==> config.mk <==
export PLATFORM = sky130hd
export DESIGN_NAME = nine_slice_source_index_top
export DESIGN_NICKNAME = d
export VERILOG_FILES = /design/src/rtl/core/nss_pkg.sv /design/src/rtl/core/nine_slice_source_index_top.sv /design/src/rtl/core/nss_csr.sv /design/src/rtl/core/nss_front.sv /design/src/rtl/core/nss_back.sv
export SDC_FILE = /design/constraint.sdc
export NUM_CORES = 2
export LEC_CHECK = 0
export BUFFER_PORTS_ARGS = -buffer_cell sky130_fd_sc_hd__buf_2
export CAP_MARGIN = 20
export CORE_MARGIN = 1.5
export CORE_UTILIZATION = 53
export CTS_BUF_LIST = sky130_fd_sc_hd__clkbuf_8
export CTS_CLUSTER_SIZE = 25
export DETAILED_ROUTE_END_ITERATION = 10
export PLACE_DENSITY = 0.69
export RECOVER_POWER = 25
export SKIP_LAST_GASP = 1
export SLEW_MARGIN = 30
export SYNTH_ARGS = -nofsm -noshare
export SYNTH_HDL_FRONTEND = slang
export SYNTH_HIERARCHICAL = 1
export SYNTH_SLANG_ARGS = --single-unit
==> constraint.sdc <==
create_clock -name clock -period 20.7 [get_ports clock]
set_input_delay 4.14 -clock clock [delete_from_list [all_inputs] [get_ports clock]]
set_output_delay 4.14 -clock clock [all_outputs]
set_load 0.05 [all_outputs]
==> src/rtl/core/nss_pkg.sv <==
`timescale 1ns / 1ps
// nss_pkg: types, constants and per-axis helper functions of the nine-slice mapper.
// No dependencies; used by every module of the block.
package nss_pkg;

   localparam int COORD_W    = 12;
   localparam int SIZE_W     = 13;
   localparam int PLEN_W     = 9;
   localparam int BORDER_W   = 8;
   localparam int INDEX_W    = 16;
   localparam int SEC_W      = 2;
   localparam int DIR_W      = 14;
   localparam int PERIOD_W   = 11;
   localparam int DIFF_W     = 13;
   localparam int MAG_W      = 12;
   localparam int REM_W      = 9;
   localparam int MID_W      = 11;
   localparam int PROD_W     = 18;
   localparam int SUM_W      = 19;
   localparam int CSR_ADDR_W = 3;
   localparam int CSR_DATA_W = 13;

   localparam int STEP_BITS   = 4;
   localparam int DIV_STAGES  = MAG_W / STEP_BITS;
   localparam int QUEUE_DEPTH = 2;
   localparam int QPTR_W      = $clog2(QUEUE_DEPTH);
   localparam int QCNT_W      = $clog2(QUEUE_DEPTH + 1);
   localparam int OUT_DEPTH   = 8;
   localparam int OPTR_W      = $clog2(OUT_DEPTH);
   localparam int OCNT_W      = $clog2(OUT_DEPTH + 1);
   localparam int PIPE_STAGES = DIV_STAGES + 2;
   localparam int FLIGHT_W    = $clog2(PIPE_STAGES + 1);
   localparam int CREDIT_W    = OCNT_W + 1;

   localparam logic [SEC_W-1:0] SEC_NEAR = 2'd0;
   localparam logic [SEC_W-1:0] SEC_MID  = 2'd1;
   localparam logic [SEC_W-1:0] SEC_FAR  = 2'd2;

   localparam logic [CSR_ADDR_W-1:0] REG_RECT_WIDTH     = 3'd0;
   localparam logic [CSR_ADDR_W-1:0] REG_RECT_HEIGHT    = 3'd1;
   localparam logic [CSR_ADDR_W-1:0] REG_PATTERN_WIDTH  = 3'd2;
   localparam logic [CSR_ADDR_W-1:0] REG_PATTERN_HEIGHT = 3'd3;
   localparam logic [CSR_ADDR_W-1:0] REG_LEFT_BORDER    = 3'd4;
   localparam logic [CSR_ADDR_W-1:0] REG_TOP_BORDER     = 3'd5;
   localparam logic [CSR_ADDR_W-1:0] REG_RIGHT_BORDER   = 3'd6;
   localparam logic [CSR_ADDR_W-1:0] REG_BOTTOM_BORDER  = 3'd7;

   localparam logic [SIZE_W-1:0]   RESET_RECT    = 13'd1;
   localparam logic [PLEN_W-1:0]   RESET_PATTERN = 9'd4;
   localparam logic [BORDER_W-1:0] RESET_BORDER  = 8'd1;

   localparam logic [SUM_W-1:0] INDEX_LIMIT = 19'd65535;

   typedef struct packed {
      logic [COORD_W-1:0] col;
      logic [COORD_W-1:0] row;
   } req_word_type;

   typedef struct packed {
      logic [INDEX_W-1:0] source_index;
      logic [SEC_W-1:0]   col_section;
      logic [SEC_W-1:0]   row_section;
      logic               out_of_range;
   } rsp_word_type;

   typedef struct packed {
      logic [SIZE_W-1:0]   rect_width;
      logic [SIZE_W-1:0]   rect_height;
      logic [PLEN_W-1:0]   pattern_width;
      logic [PLEN_W-1:0]   pattern_height;
      logic [BORDER_W-1:0] left_border;
      logic [BORDER_W-1:0] top_border;
      logic [BORDER_W-1:0] right_border;
      logic [BORDER_W-1:0] bottom_border;
   } cfg_type;

   // classified axis: near/far coordinate ready, middle needs a remainder
   typedef struct packed {
      logic [SEC_W-1:0]        sec;
      logic signed [DIR_W-1:0] dir;
      logic                    bad;
      logic                    neg;
      logic [MAG_W-1:0]        mag;
      logic [REM_W-1:0]        div;
      logic [PLEN_W-1:0]       plen;
      logic [BORDER_W-1:0]     base;
   } axis_cls_type;

   typedef struct packed {
      axis_cls_type col;
      axis_cls_type row;
   } cls_word_type;

   typedef struct packed {
      logic              ok;
      logic [REM_W-1:0]  coord;
   } axis_res_type;

   function automatic axis_cls_type classify_axis(
      input logic [COORD_W-1:0]  p,
      input logic [SIZE_W-1:0]   size,
      input logic [PLEN_W-1:0]   plen,
      input logic [BORDER_W-1:0] b1,
      input logic [BORDER_W-1:0] b2);
      axis_cls_type               r;
      logic [COORD_W-1:0]         half;
      logic                       near_hit;
      logic                       far_hit;
      logic signed [PERIOD_W-1:0] period;
      logic signed [DIFF_W-1:0]   diff;
      half     = size[SIZE_W-1:1];
      near_hit = (p < half) && (p < {4'b0, b1});
      // p >= max(half, size - b2) - 1, split into two parallel compares
      far_hit  = (({1'b0, p} + 13'd1) >= {1'b0, half}) &&
                 (({2'b0, p} + 14'd1 + {6'b0, b2}) >= {1'b0, size});
      period   = $signed({2'b0, plen}) - $signed({3'b0, b2}) - $signed({3'b0, b1})
                 - 11'sd1;
      diff     = $signed({1'b0, p}) - $signed({5'b0, b1});
      if (near_hit) begin
         r.sec = SEC_NEAR;
         r.dir = $signed({2'b0, p});
      end else if (far_hit) begin
         r.sec = SEC_FAR;
         r.dir = $signed({5'b0, plen}) - $signed({1'b0, size}) + $signed({2'b0, p});
      end else begin
         r.sec = SEC_MID;
         r.dir = '0;
      end
      r.bad  = period[PERIOD_W-1] || (period == 11'sd0);
      r.neg  = diff[DIFF_W-1];
      r.mag  = diff[DIFF_W-1] ? MAG_W'(-diff) : diff[MAG_W-1:0];
      r.div  = period[REM_W-1:0];
      r.plen = plen;
      r.base = b1;
      return r;
   endfunction

   // restoring remainder, STEP_BITS dividend bits per call
   function automatic logic [REM_W-1:0] rem_step(
      input logic [REM_W-1:0]     rem,
      input logic [STEP_BITS-1:0] bits,
      input logic [REM_W-1:0]     d);
      logic [REM_W:0]   t;
      logic [REM_W-1:0] r;
      r = rem;
      for (int i = STEP_BITS - 1; i >= 0; i--) begin
         t = {r, bits[i]};
         if (t >= {1'b0, d}) begin
            t = t - {1'b0, d};
         end
         r = t[REM_W-1:0];
      end
      return r;
   endfunction

   function automatic axis_res_type resolve_axis(
      input axis_cls_type     a,
      input logic [REM_W-1:0] rem);
      axis_res_type            r;
      logic signed [MID_W-1:0] mid;
      logic signed [DIR_W-1:0] c;
      // truncating remainder keeps the dividend's sign
      mid = a.neg ? $signed({3'b0, a.base}) - $signed({2'b0, rem})
                  : $signed({3'b0, a.base}) + $signed({2'b0, rem});
      c = (a.sec == SEC_MID) ? DIR_W'(mid) : a.dir;
      r.ok    = !((a.sec == SEC_MID) && a.bad) && !c[DIR_W-1] &&
                (c[DIR_W-2:0] < {4'b0, a.plen});
      r.coord = c[REM_W-1:0];
      return r;
   endfunction

endpackage

==> src/rtl/core/nine_slice_source_index_top.sv <==
`timescale 1ns / 1ps
// nine_slice_source_index_top: nine-slice pattern source index mapper, top level.
// Depends on nss_pkg, nss_csr, nss_front, nss_back.
//
//   channel   ports                               handshake
//   request   req_push req_full req_data          push & !full
//   response  rsp_empty rsp_pop rsp_data          pop & !empty
//   config    csr_valid csr_ready csr_index/data  valid & ready
//
// Sustains one word per cycle while the result queue has room; a word passes the queue,
// three 4-bit remainder stages, resolve and multiply before it shows on rsp_data.
// Reset is synchronous: config returns to defaults, both queues empty.
// The 2-word classify queue raises req_full; words enter the back pipeline only
// while the 8-word result queue can take every word in flight, so rsp_pop stalls
// never stop the pipeline.
module nine_slice_source_index_top (
   input  logic                           clock,
   input  logic                           reset,
   input  logic                           req_push,
   output logic                           req_full,
   input  nss_pkg::req_word_type          req_data,
   output logic                           rsp_empty,
   input  logic                           rsp_pop,
   output nss_pkg::rsp_word_type          rsp_data,
   input  logic                           csr_valid,
   output logic                           csr_ready,
   input  logic [nss_pkg::CSR_ADDR_W-1:0] csr_index,
   input  logic [nss_pkg::CSR_DATA_W-1:0] csr_data
);
   import nss_pkg::*;

   cfg_type      cfg;
   logic         q_valid;
   cls_word_type q_word;
   logic         q_pop;

   nss_csr u_csr (
      .clock     (clock),
      .reset     (reset),
      .csr_valid (csr_valid),
      .csr_ready (csr_ready),
      .csr_index (csr_index),
      .csr_data  (csr_data),
      .cfg       (cfg)
   );

   nss_front u_front (
      .clock    (clock),
      .reset    (reset),
      .req_push (req_push),
      .req_full (req_full),
      .req_data (req_data),
      .cfg      (cfg),
      .q_valid  (q_valid),
      .q_word   (q_word),
      .q_pop    (q_pop)
   );

   nss_back u_back (
      .clock     (clock),
      .reset     (reset),
      .q_valid   (q_valid),
      .q_word    (q_word),
      .q_pop     (q_pop),
      .rsp_empty (rsp_empty),
      .rsp_pop   (rsp_pop),
      .rsp_data  (rsp_data)
   );

endmodule

==> src/rtl/core/nss_csr.sv <==
`timescale 1ns / 1ps
// nss_csr: configuration register file of the nine-slice mapper.
// Depends on nss_pkg.
module nss_csr (
   input  logic                           clock,
   input  logic                           reset,
   input  logic                           csr_valid,
   output logic                           csr_ready,
   input  logic [nss_pkg::CSR_ADDR_W-1:0] csr_index,
   input  logic [nss_pkg::CSR_DATA_W-1:0] csr_data,
   output nss_pkg::cfg_type               cfg
);
   import nss_pkg::*;

   cfg_type cfg_ff;
   cfg_type cfg_in;

   assign csr_ready = 1'b1;
   assign cfg       = cfg_ff;

   always_comb begin
      cfg_in = cfg_ff;
      if (csr_valid) begin
         unique case (csr_index)
            REG_RECT_WIDTH:     cfg_in.rect_width     = csr_data[SIZE_W-1:0];
            REG_RECT_HEIGHT:    cfg_in.rect_height    = csr_data[SIZE_W-1:0];
            REG_PATTERN_WIDTH:  cfg_in.pattern_width  = csr_data[PLEN_W-1:0];
            REG_PATTERN_HEIGHT: cfg_in.pattern_height = csr_data[PLEN_W-1:0];
            REG_LEFT_BORDER:    cfg_in.left_border    = csr_data[BORDER_W-1:0];
            REG_TOP_BORDER:     cfg_in.top_border     = csr_data[BORDER_W-1:0];
            REG_RIGHT_BORDER:   cfg_in.right_border   = csr_data[BORDER_W-1:0];
            REG_BOTTOM_BORDER:  cfg_in.bottom_border  = csr_data[BORDER_W-1:0];
         endcase
      end
   end

   always_ff @(posedge clock) begin
      if (reset) begin
         cfg_ff.rect_width     <= RESET_RECT;
         cfg_ff.rect_height    <= RESET_RECT;
         cfg_ff.pattern_width  <= RESET_PATTERN;
         cfg_ff.pattern_height <= RESET_PATTERN;
         cfg_ff.left_border    <= RESET_BORDER;
         cfg_ff.top_border     <= RESET_BORDER;
         cfg_ff.right_border   <= RESET_BORDER;
         cfg_ff.bottom_border  <= RESET_BORDER;
      end else begin
         cfg_ff <= cfg_in;
      end
   end

endmodule

==> src/rtl/core/nss_front.sv <==
`timescale 1ns / 1ps
// nss_front: accepts request words, classifies both axes, holds them in a short queue.
// Depends on nss_pkg.
module nss_front (
   input  logic                  clock,
   input  logic                  reset,
   input  logic                  req_push,
   output logic                  req_full,
   input  nss_pkg::req_word_type req_data,
   input  nss_pkg::cfg_type      cfg,
   output logic                  q_valid,
   output nss_pkg::cls_word_type q_word,
   input  logic                  q_pop
);
   import nss_pkg::*;

   cls_word_type            slot_ff [QUEUE_DEPTH];
   logic [QPTR_W-1:0]       wptr_ff;
   logic [QPTR_W-1:0]       wptr_in;
   logic [QPTR_W-1:0]       rptr_ff;
   logic [QPTR_W-1:0]       rptr_in;
   logic [QCNT_W-1:0]       cnt_ff;
   logic [QCNT_W-1:0]       cnt_in;
   cls_word_type            cls;
   logic                    push;
   logic                    pop;

   always_comb begin
      cls.col = classify_axis(req_data.col, cfg.rect_width, cfg.pattern_width,
                              cfg.left_border, cfg.right_border);
      cls.row = classify_axis(req_data.row, cfg.rect_height, cfg.pattern_height,
                              cfg.top_border, cfg.bottom_border);
   end

   assign req_full = (cnt_ff == QCNT_W'(QUEUE_DEPTH));
   assign q_valid  = (cnt_ff != '0);
   assign q_word   = slot_ff[rptr_ff];
   assign push     = req_push && !req_full;
   assign pop      = q_pop && q_valid;

   always_comb begin
      wptr_in = push ? QPTR_W'(wptr_ff + 1'b1) : wptr_ff;
      rptr_in = pop ? QPTR_W'(rptr_ff + 1'b1) : rptr_ff;
      cnt_in  = cnt_ff;
      if (push && !pop) begin
         cnt_in = cnt_ff + 1'b1;
      end else if (pop && !push) begin
         cnt_in = cnt_ff - 1'b1;
      end
   end

   always_ff @(posedge clock) begin
      if (reset) begin
         wptr_ff <= '0;
         rptr_ff <= '0;
         cnt_ff  <= '0;
      end else begin
         wptr_ff <= wptr_in;
         rptr_ff <= rptr_in;
         cnt_ff  <= cnt_in;
      end
   end

   always_ff @(posedge clock) begin
      if (push) begin
         slot_ff[wptr_ff] <= cls;
      end
   end

endmodule

==> src/rtl/core/nss_back.sv <==
`timescale 1ns / 1ps
// nss_back: remainder pipeline, coordinate resolve, index multiply and result queue.
// Depends on nss_pkg.
module nss_back (
   input  logic                  clock,
   input  logic                  reset,
   input  logic                  q_valid,
   input  nss_pkg::cls_word_type q_word,
   output logic                  q_pop,
   output logic                  rsp_empty,
   input  logic                  rsp_pop,
   output nss_pkg::rsp_word_type rsp_data
);
   import nss_pkg::*;

   // remainder stages
   logic             dv_ff  [DIV_STAGES];
   logic             dv_in  [DIV_STAGES];
   cls_word_type     dw_ff  [DIV_STAGES];
   cls_word_type     dw_in  [DIV_STAGES];
   logic [REM_W-1:0] dcr_ff [DIV_STAGES];
   logic [REM_W-1:0] dcr_in [DIV_STAGES];
   logic [REM_W-1:0] drr_ff [DIV_STAGES];
   logic [REM_W-1:0] drr_in [DIV_STAGES];

   // resolve stage
   logic              rv_ff;
   axis_res_type      rcol_ff;
   axis_res_type      rcol_in;
   axis_res_type      rrow_ff;
   axis_res_type      rrow_in;
   logic [SEC_W-1:0]  rcs_ff;
   logic [SEC_W-1:0]  rrs_ff;
   logic [PLEN_W-1:0] rpw_ff;

   // multiply stage
   logic              mv_ff;
   logic [PROD_W-1:0] prod_ff;
   logic [PROD_W-1:0] prod_in;
   logic [REM_W-1:0]  mcx_ff;
   logic              mok_ff;
   logic [SEC_W-1:0]  mcs_ff;
   logic [SEC_W-1:0]  mrs_ff;

   // result queue
   rsp_word_type      ofifo_ff [OUT_DEPTH];
   logic [OPTR_W-1:0] owp_ff;
   logic [OPTR_W-1:0] orp_ff;
   logic [OCNT_W-1:0] ocnt_ff;
   logic [OCNT_W-1:0] ocnt_in;

   logic [PIPE_STAGES-1:0] pipe_v;
   logic [FLIGHT_W-1:0]    inflight;
   logic [SUM_W-1:0]       sum;
   logic                   good;
   rsp_word_type           oword;
   logic                   opop;
   logic                   issue;

   // issue only with a guaranteed slot in the result queue
   always_comb begin
      for (int s = 0; s < DIV_STAGES; s++) begin
         pipe_v[s] = dv_ff[s];
      end
      pipe_v[DIV_STAGES]     = rv_ff;
      pipe_v[DIV_STAGES + 1] = mv_ff;
   end

   assign inflight = FLIGHT_W'($countones(pipe_v));
   assign issue    = q_valid &&
                     (({1'b0, ocnt_ff} + CREDIT_W'(inflight)) < CREDIT_W'(OUT_DEPTH));
   assign q_pop    = issue;

   always_comb begin
      dv_in[0]  = issue;
      dw_in[0]  = q_word;
      dcr_in[0] = rem_step('0, q_word.col.mag[MAG_W-1 -: STEP_BITS], q_word.col.div);
      drr_in[0] = rem_step('0, q_word.row.mag[MAG_W-1 -: STEP_BITS], q_word.row.div);
      for (int s = 1; s < DIV_STAGES; s++) begin
         dv_in[s]  = dv_ff[s-1];
         dw_in[s]  = dw_ff[s-1];
         dcr_in[s] = rem_step(dcr_ff[s-1],
                              dw_ff[s-1].col.mag[MAG_W-1-STEP_BITS*s -: STEP_BITS],
                              dw_ff[s-1].col.div);
         drr_in[s] = rem_step(drr_ff[s-1],
                              dw_ff[s-1].row.mag[MAG_W-1-STEP_BITS*s -: STEP_BITS],
                              dw_ff[s-1].row.div);
      end
   end

   assign rcol_in = resolve_axis(dw_ff[DIV_STAGES-1].col, dcr_ff[DIV_STAGES-1]);
   assign rrow_in = resolve_axis(dw_ff[DIV_STAGES-1].row, drr_ff[DIV_STAGES-1]);
   assign prod_in = {9'b0, rrow_ff.coord} * {9'b0, rpw_ff};

   always_comb begin
      sum                = {1'b0, prod_ff} + {10'b0, mcx_ff};
      good               = mok_ff && (sum <= INDEX_LIMIT);
      oword.source_index = good ? sum[INDEX_W-1:0] : '0;
      oword.col_section  = mcs_ff;
      oword.row_section  = mrs_ff;
      oword.out_of_range = !good;
   end

   assign rsp_empty = (ocnt_ff == '0);
   assign rsp_data  = ofifo_ff[orp_ff];
   assign opop      = rsp_pop && !rsp_empty;

   always_comb begin
      ocnt_in = ocnt_ff;
      if (mv_ff && !opop) begin
         ocnt_in = ocnt_ff + 1'b1;
      end else if (opop && !mv_ff) begin
         ocnt_in = ocnt_ff - 1'b1;
      end
   end

   always_ff @(posedge clock) begin
      if (reset) begin
         for (int s = 0; s < DIV_STAGES; s++) begin
            dv_ff[s] <= 1'b0;
         end
         rv_ff   <= 1'b0;
         mv_ff   <= 1'b0;
         owp_ff  <= '0;
         orp_ff  <= '0;
         ocnt_ff <= '0;
      end else begin
         for (int s = 0; s < DIV_STAGES; s++) begin
            dv_ff[s] <= dv_in[s];
         end
         rv_ff   <= dv_ff[DIV_STAGES-1];
         mv_ff   <= rv_ff;
         owp_ff  <= mv_ff ? OPTR_W'(owp_ff + 1'b1) : owp_ff;
         orp_ff  <= opop ? OPTR_W'(orp_ff + 1'b1) : orp_ff;
         ocnt_ff <= ocnt_in;
      end
   end

   always_ff @(posedge clock) begin
      for (int s = 0; s < DIV_STAGES; s++) begin
         dw_ff[s]  <= dw_in[s];
         dcr_ff[s] <= dcr_in[s];
         drr_ff[s] <= drr_in[s];
      end
      rcol_ff <= rcol_in;
      rrow_ff <= rrow_in;
      rcs_ff  <= dw_ff[DIV_STAGES-1].col.sec;
      rrs_ff  <= dw_ff[DIV_STAGES-1].row.sec;
      rpw_ff  <= dw_ff[DIV_STAGES-1].col.plen;
      prod_ff <= prod_in;
      mcx_ff  <= rcol_ff.coord;
      mok_ff  <= rcol_ff.ok && rrow_ff.ok;
      mcs_ff  <= rcs_ff;
      mrs_ff  <= rrs_ff;
      if (mv_ff) begin
         ofifo_ff[owp_ff] <= oword;
      end
   end

endmodule

Word level (Yosys, flattened, before mapping)
Memories as Yosys holds them, arrays and structs flattened. A register that Yosys moved wholly into a read port is not among the register bits. Index checks and enable logic that the tools add are counted. W data, S select, Z words.

Add/subtract/negate cells: 62. Multipliers: 1. Order comparisons: 36. Equality and inequality tests: 10. Mux-type cells: 53. Bitwise gates (word level): 3. Reductions and logical operators: 48.

Operators by type and width (count): $ge A10 B9 Y1 (22); $mux W9 (24); $sub A9 B9 Y9 (22); $mux W16 (5); $add A12 B1 Y13 const B (4); $add A14 B13 Y14 (2); $add A14 B8 Y14 (2); $ge A14 B13 Y1 (2); $mux W14 (2); $sub A9 B13 Y14 (2); $ge A13 B12 Y1 (2); $lt A13 B9 Y1 (2); $sub A12 B8 Y13 (2); $lt A12 B12 Y1 (2); $lt A12 B8 Y1 (2); $mux W12 (2); $neg A12 Y12 (2); $logic_not A11 Y1 (2); $mux W11 (2); $sub A11 B2 Y11 const B (2); $sub A11 B9 Y11 (2); $add A8 B9 Y10 (2); $logic_and A1 B1 Y1 (20); $sub A8 B9 Y10 (2); other kinds (33) (80).

Register bits after elaboration: 157. Bits in writable memories: 785. Logic and storage cells: 247. Memories: 6.

Memory list: u_back.dw_ff (depth 3, bits a word 112, read ports 3, clocked after Yosys merged registers in 0, write ports 3, RTL line nss_back.sv:19) `cls_word_type dw_ff [DIV_STAGES];`; u_front.slot_ff (depth 2, bits a word 112, read ports 1, clocked after Yosys merged registers in 1, write ports 1, RTL line nss_front.sv:17) `cls_word_type slot_ff [QUEUE_DEPTH];`; u_back.ofifo_ff (depth 8, bits a word 21, read ports 1, clocked after Yosys merged registers in 1, write ports 1, RTL line nss_back.sv:46) `rsp_word_type ofifo_ff [OUT_DEPTH];`; u_back.dcr_ff (depth 3, bits a word 9, read ports 3, clocked after Yosys merged registers in 0, write ports 3, RTL line nss_back.sv:21) `logic [REM_W-1:0] dcr_ff [DIV_STAGES];`; u_back.drr_ff (depth 3, bits a word 9, read ports 3, clocked after Yosys merged registers in 0, write ports 3, RTL line nss_back.sv:23) `logic [REM_W-1:0] drr_ff [DIV_STAGES];`; u_back.dv_ff (depth 3, bits a word 1, read ports 3, clocked after Yosys merged registers in 0, write ports 3, RTL line nss_back.sv:17) `logic dv_ff [DIV_STAGES];`.

Depth between registers and ports, before layout
An unclocked memory read counts as a cell.

Depth after elaboration: 11. Gate-level depth with buffers: 39.

By module
Netlist, hierarchy kept.

By module, submodules not included: nss_back (instances 1, cells an instance 2767, area each 30280.3 µm², seq. area each 13192.7 µm²); nss_front (instances 1, cells an instance 1398, area each 15703.8 µm², seq. area each 6826.5 µm²); nss_csr (instances 1, cells an instance 284, area each 3086.7 µm², seq. area each 1521.5 µm²).

Least setup slack after synthesis
Ideal clock, no wire load.

Path type: input-to-reg. Start: input req_push. End: memory u_front/slot_ff[0][0] in the netlist's numbering (enable). Setup time: 0.584 ns. Arrival: 8.885 ns. Data required time: 20.116 ns. Slack: 11.232 ns. Stages on the path: 2. Buffers on the path: 0. Cells stage by stage: nand2_1 -> nor2_1.

Longest elaborated chain between the ends: 3.

RTL lines: start, declared (RTL line nine_slice_source_index_top.sv:19) `input logic req_push,`; $logic_and A1 B1 Y1 (RTL line nss_front.sv:38) `assign push = req_push && !req_full;`; $mux W1 (RTL line nss_front.sv:65) `if (push) begin`; $mux W1 (not written as such) (RTL line nss_front.sv:66) `slot_ff[wptr_ff] <= cls;`; end, declared (RTL line nss_front.sv:17).

Every way passes these cells.

==> results.cfg <==
[run_status]
outcome = complete, but fails checks
violations = max-capacitance violations, max-slew violations

[timing]
finalCritPeriodShare_pct = 52.8
max_freq_mhz = 91.5
rsz0062_at_grt = false
tns_ps = 0
setup_violations = 0
post-route-min-period_ps = 10930
slew_headroom_pct = -1.90
worst_slew_pin_slew_ps = 1530
whs_ps = 289
slew_viol_final = 35
hold_violations = 0
skew_ps = 44.5

[grt]
grt.overflow.total = 0
grt_max_degree = 86
grt_pass1_wl_mm = 163
grt_pass1_vias = 31400
globalRouteTotalUtil_pct = 21.5
antenna_found_initial = 1

[floorplan]
start_util_pct = 53.5
io_pins = 69
row_count = 111
die_h_um = 307
die_x_um = 307
core_mm2 = 0.0917
die-area_mm2 = 0.0944

[layout]
areaGrowthSynthToFinish_pct = 9.37
nets = 5217
n_fill_cell = 7629
drive_gt1_share_pct = 13.1

[critical_path]
crit_top_cell = a21o_1
arrival_ps = 11520
crit_fanout = 43
reg2reg_setup_slack_ps = 9770
slowest_delay_ps = 1330
slowest_stage = dfxtp_1
crit_type = register to register
cp-start-kind = register
critical_path_required_ps = 21300
end_kind = register
reg2reg_depth = 30

[synthesis]
synthAdderAreaFrac_pct = 16.7
synth_compound_area_share_pct = 10.8
yosysWarnings = 6
synth_seq_area_share_pct = 43.9
ys.flop_type = dfxtp_1
synth_area_mm2 = 0.0491
postSynth.asyncResetShare_pct = 0
ys_ff_latch = 880
synth_xor_area_share_pct = 4.87
synth_cell_types = 106
synth_top_family_by_area = adder cells
synth_mux_area_share_pct = 9.59
syn_area_per_cell_um2 = 11.0
synth_edf_count = 392
syn-num-nets = 5082
syn_inst = 4449
synthSimpleGateAreaFrac_pct = 9.86

[cts]
cts_tree = built
cts_root_buf = clkbuf_8
postCtsHoldBufs = 0
cts_sinks = 880
post_cts.repair.setup_buffers = 0
insertion_delay_ps = 800
cts_resized = 0
path_clk_slew_ps = 60
htree_levels = 4
clockBufferDepth = 3
numCtsBuffers = 140

[route]
drc = 0
drt_first_iter_violations = 2302
post_drt_wl_per_cell_um = 17.2
detail-route-antenna-nets = 0
dr.pass1.iters = 5
drt-vias-per-instance = 5.44
vias = 32000
wl_mm = 101

[place]
gp_congestion = 0.891
io_buffers = 67
hpwlAfterDp_mm = 74.9

[hold_path]
hold_depth = 0
hold_class = register to register

[run]
drv_cap = 1
-- metal layers --
metal | global-route usage, % | wire [um] | vias to the layer above
li1 | - | - | 16000
met1 | 30.4 | 49300 | 15200
met2 | 34.1 | 45300 | 637
met3 | 3.59 | 4530 | 135
met4 | 6.01 | 1970 | 0
met5 | 0 | 0 | -
-- worst max-delay path: cells and delay by family (launching register included) --
family	cells	cell delay [ps]
AO/OA/AOI/OAI	18	4580
adder cells (fa/ha/maj)	3	1320
buffers and inverters	1	700
flip-flops	1	1330
multiplexers	2	870
AND/OR/NAND/NOR	6	1870
-- worst paths after layout --
check | startpoint | to
max | register | u_back/dcr_ff[0][4]
min reg2reg | u_back/dw_ff[0][42] | u_back/dw_ff[0][154]
max reg2reg | register | u_back/dcr_ff[0][4]
min | u_back/dw_ff[0][42] | u_back/dw_ff[0][154]
-- sequential cells by signal, summed over array words and instances (netlist names), 3 cells and up, named ones only --
signal           count
u_back/dcr_ff       27
u_back/drr_ff       27
u_back/dv_ff         3
u_back/dw_ff       270
u_back/mcx_ff        9
u_back/ocnt_ff       4
u_back/ofifo_ff    168
u_back/orp_ff        3
u_back/owp_ff        3
u_back/prod_ff      18
u_back/rcol_ff      10
u_back/rpw_ff        9
u_back/rrow_ff      10
u_csr/cfg           76
u_front/slot_ff    224
-- per-stage QoR --
stage | std cells | cell area (um^2) | setup WS (ps) | util, %
final | 5890 | 53700 | 9770 | 58.6
after global routing | 5890 | 53700 | 8730 | 58.6
after CTS | 5888 | 53700 | 10580 | 58.5
after detailed placement | 5628 | 50700 | 10670 | 55.3
after global placement | 5628 | 50700 | 10850 | 55.3
after floorplan | 4449 | 49100 | 11230 | -
-- layout by cell type, fill, tap and decap left out, types with 42 or more instances in the layout --
cell type / instances
inv_1: 495
dfxtp_1: 486
ha_1: 482
edfxtp_1: 392
nor2_1: 240
a21oi_1: 233
mux2_2: 228
nand2_1: 216
o21ai_0: 189
xnor2_1: 176
clkbuf_8: 164
nand2b_1: 138
mux2i_1: 107
fa_1: 106
xor2_1: 97
a21o_1: 94
buf_2: 67
nor2b_1: 62
nor3_1: 57
o21a_1: 46
nand4_1: 44
mux4_2: 42
-- cell families (layout without fill, tap and decap cells) --
logic type,count (synthesis),count (layout)
AND/OR/NAND/NOR,953,953
adder cells (fa/ha/maj),590,590
other,1,3
flip-flops,880,880
AO/OA/AOI/OAI,816,816
XOR/XNOR,273,273
multiplexers,388,388
buffers and inverters,548,801
-- cell type report --
cell class	instances	area, um^2	share of cell area [%]
tap	1186	1480	2.76
sequential	880	21500	40.1
clock buffer	164	2260	4.21
multi-input combinational	3021	25500	47.5
antenna	2	5.00	0.00933
clock inverter	96	684	1.28
timing repair buffer	89	504	0.940
inverter	452	1700	3.16
-- synth_stat cells, drive strengths merged, types with 12 or more instances --
| master | count | share of area [%] |
|---|---|---|
| and2 | 44 | 0.56 |
| o31ai | 39 | 0.63 |
| nor2 | 247 | 1.9 |
| nor2b | 62 | 0.79 |
| a21o | 94 | 1.4 |
| nand3 | 41 | 0.45 |
| a21boi | 28 | 0.43 |
| a21oi | 235 | 2.4 |
| xnor2 | 176 | 3.1 |
| clkbuf | 67 | 0.51 |
| inv | 452 | 3.5 |
| mux4 | 42 | 1.9 |
| o211ai | 14 | 0.24 |
| mux2 | 239 | 5.5 |
| fa | 106 | 4.3 |
| or2 | 12 | 0.15 |
| nor3 | 62 | 0.66 |
| xor2 | 97 | 1.7 |
| dfxtp | 488 | 20 |
| o21a | 46 | 0.70 |
| ha | 482 | 12 |
| or3 | 18 | 0.23 |
| nand2b | 138 | 1.8 |
| nand4 | 45 | 0.59 |
| edfxtp | 392 | 24 |
| nand2 | 216 | 1.7 |
| mux2i | 107 | 2.2 |
| buf | 29 | 0.31 |
| a211oi | 27 | 0.45 |
| and3 | 22 | 0.29 |
| o21ai | 196 | 2.0 |
| o21bai | 39 | 0.60 |
Power is left out: the tool's default activity adds up to more than one toggle a clock period on the data nets, which glitch-free logic cannot reach.
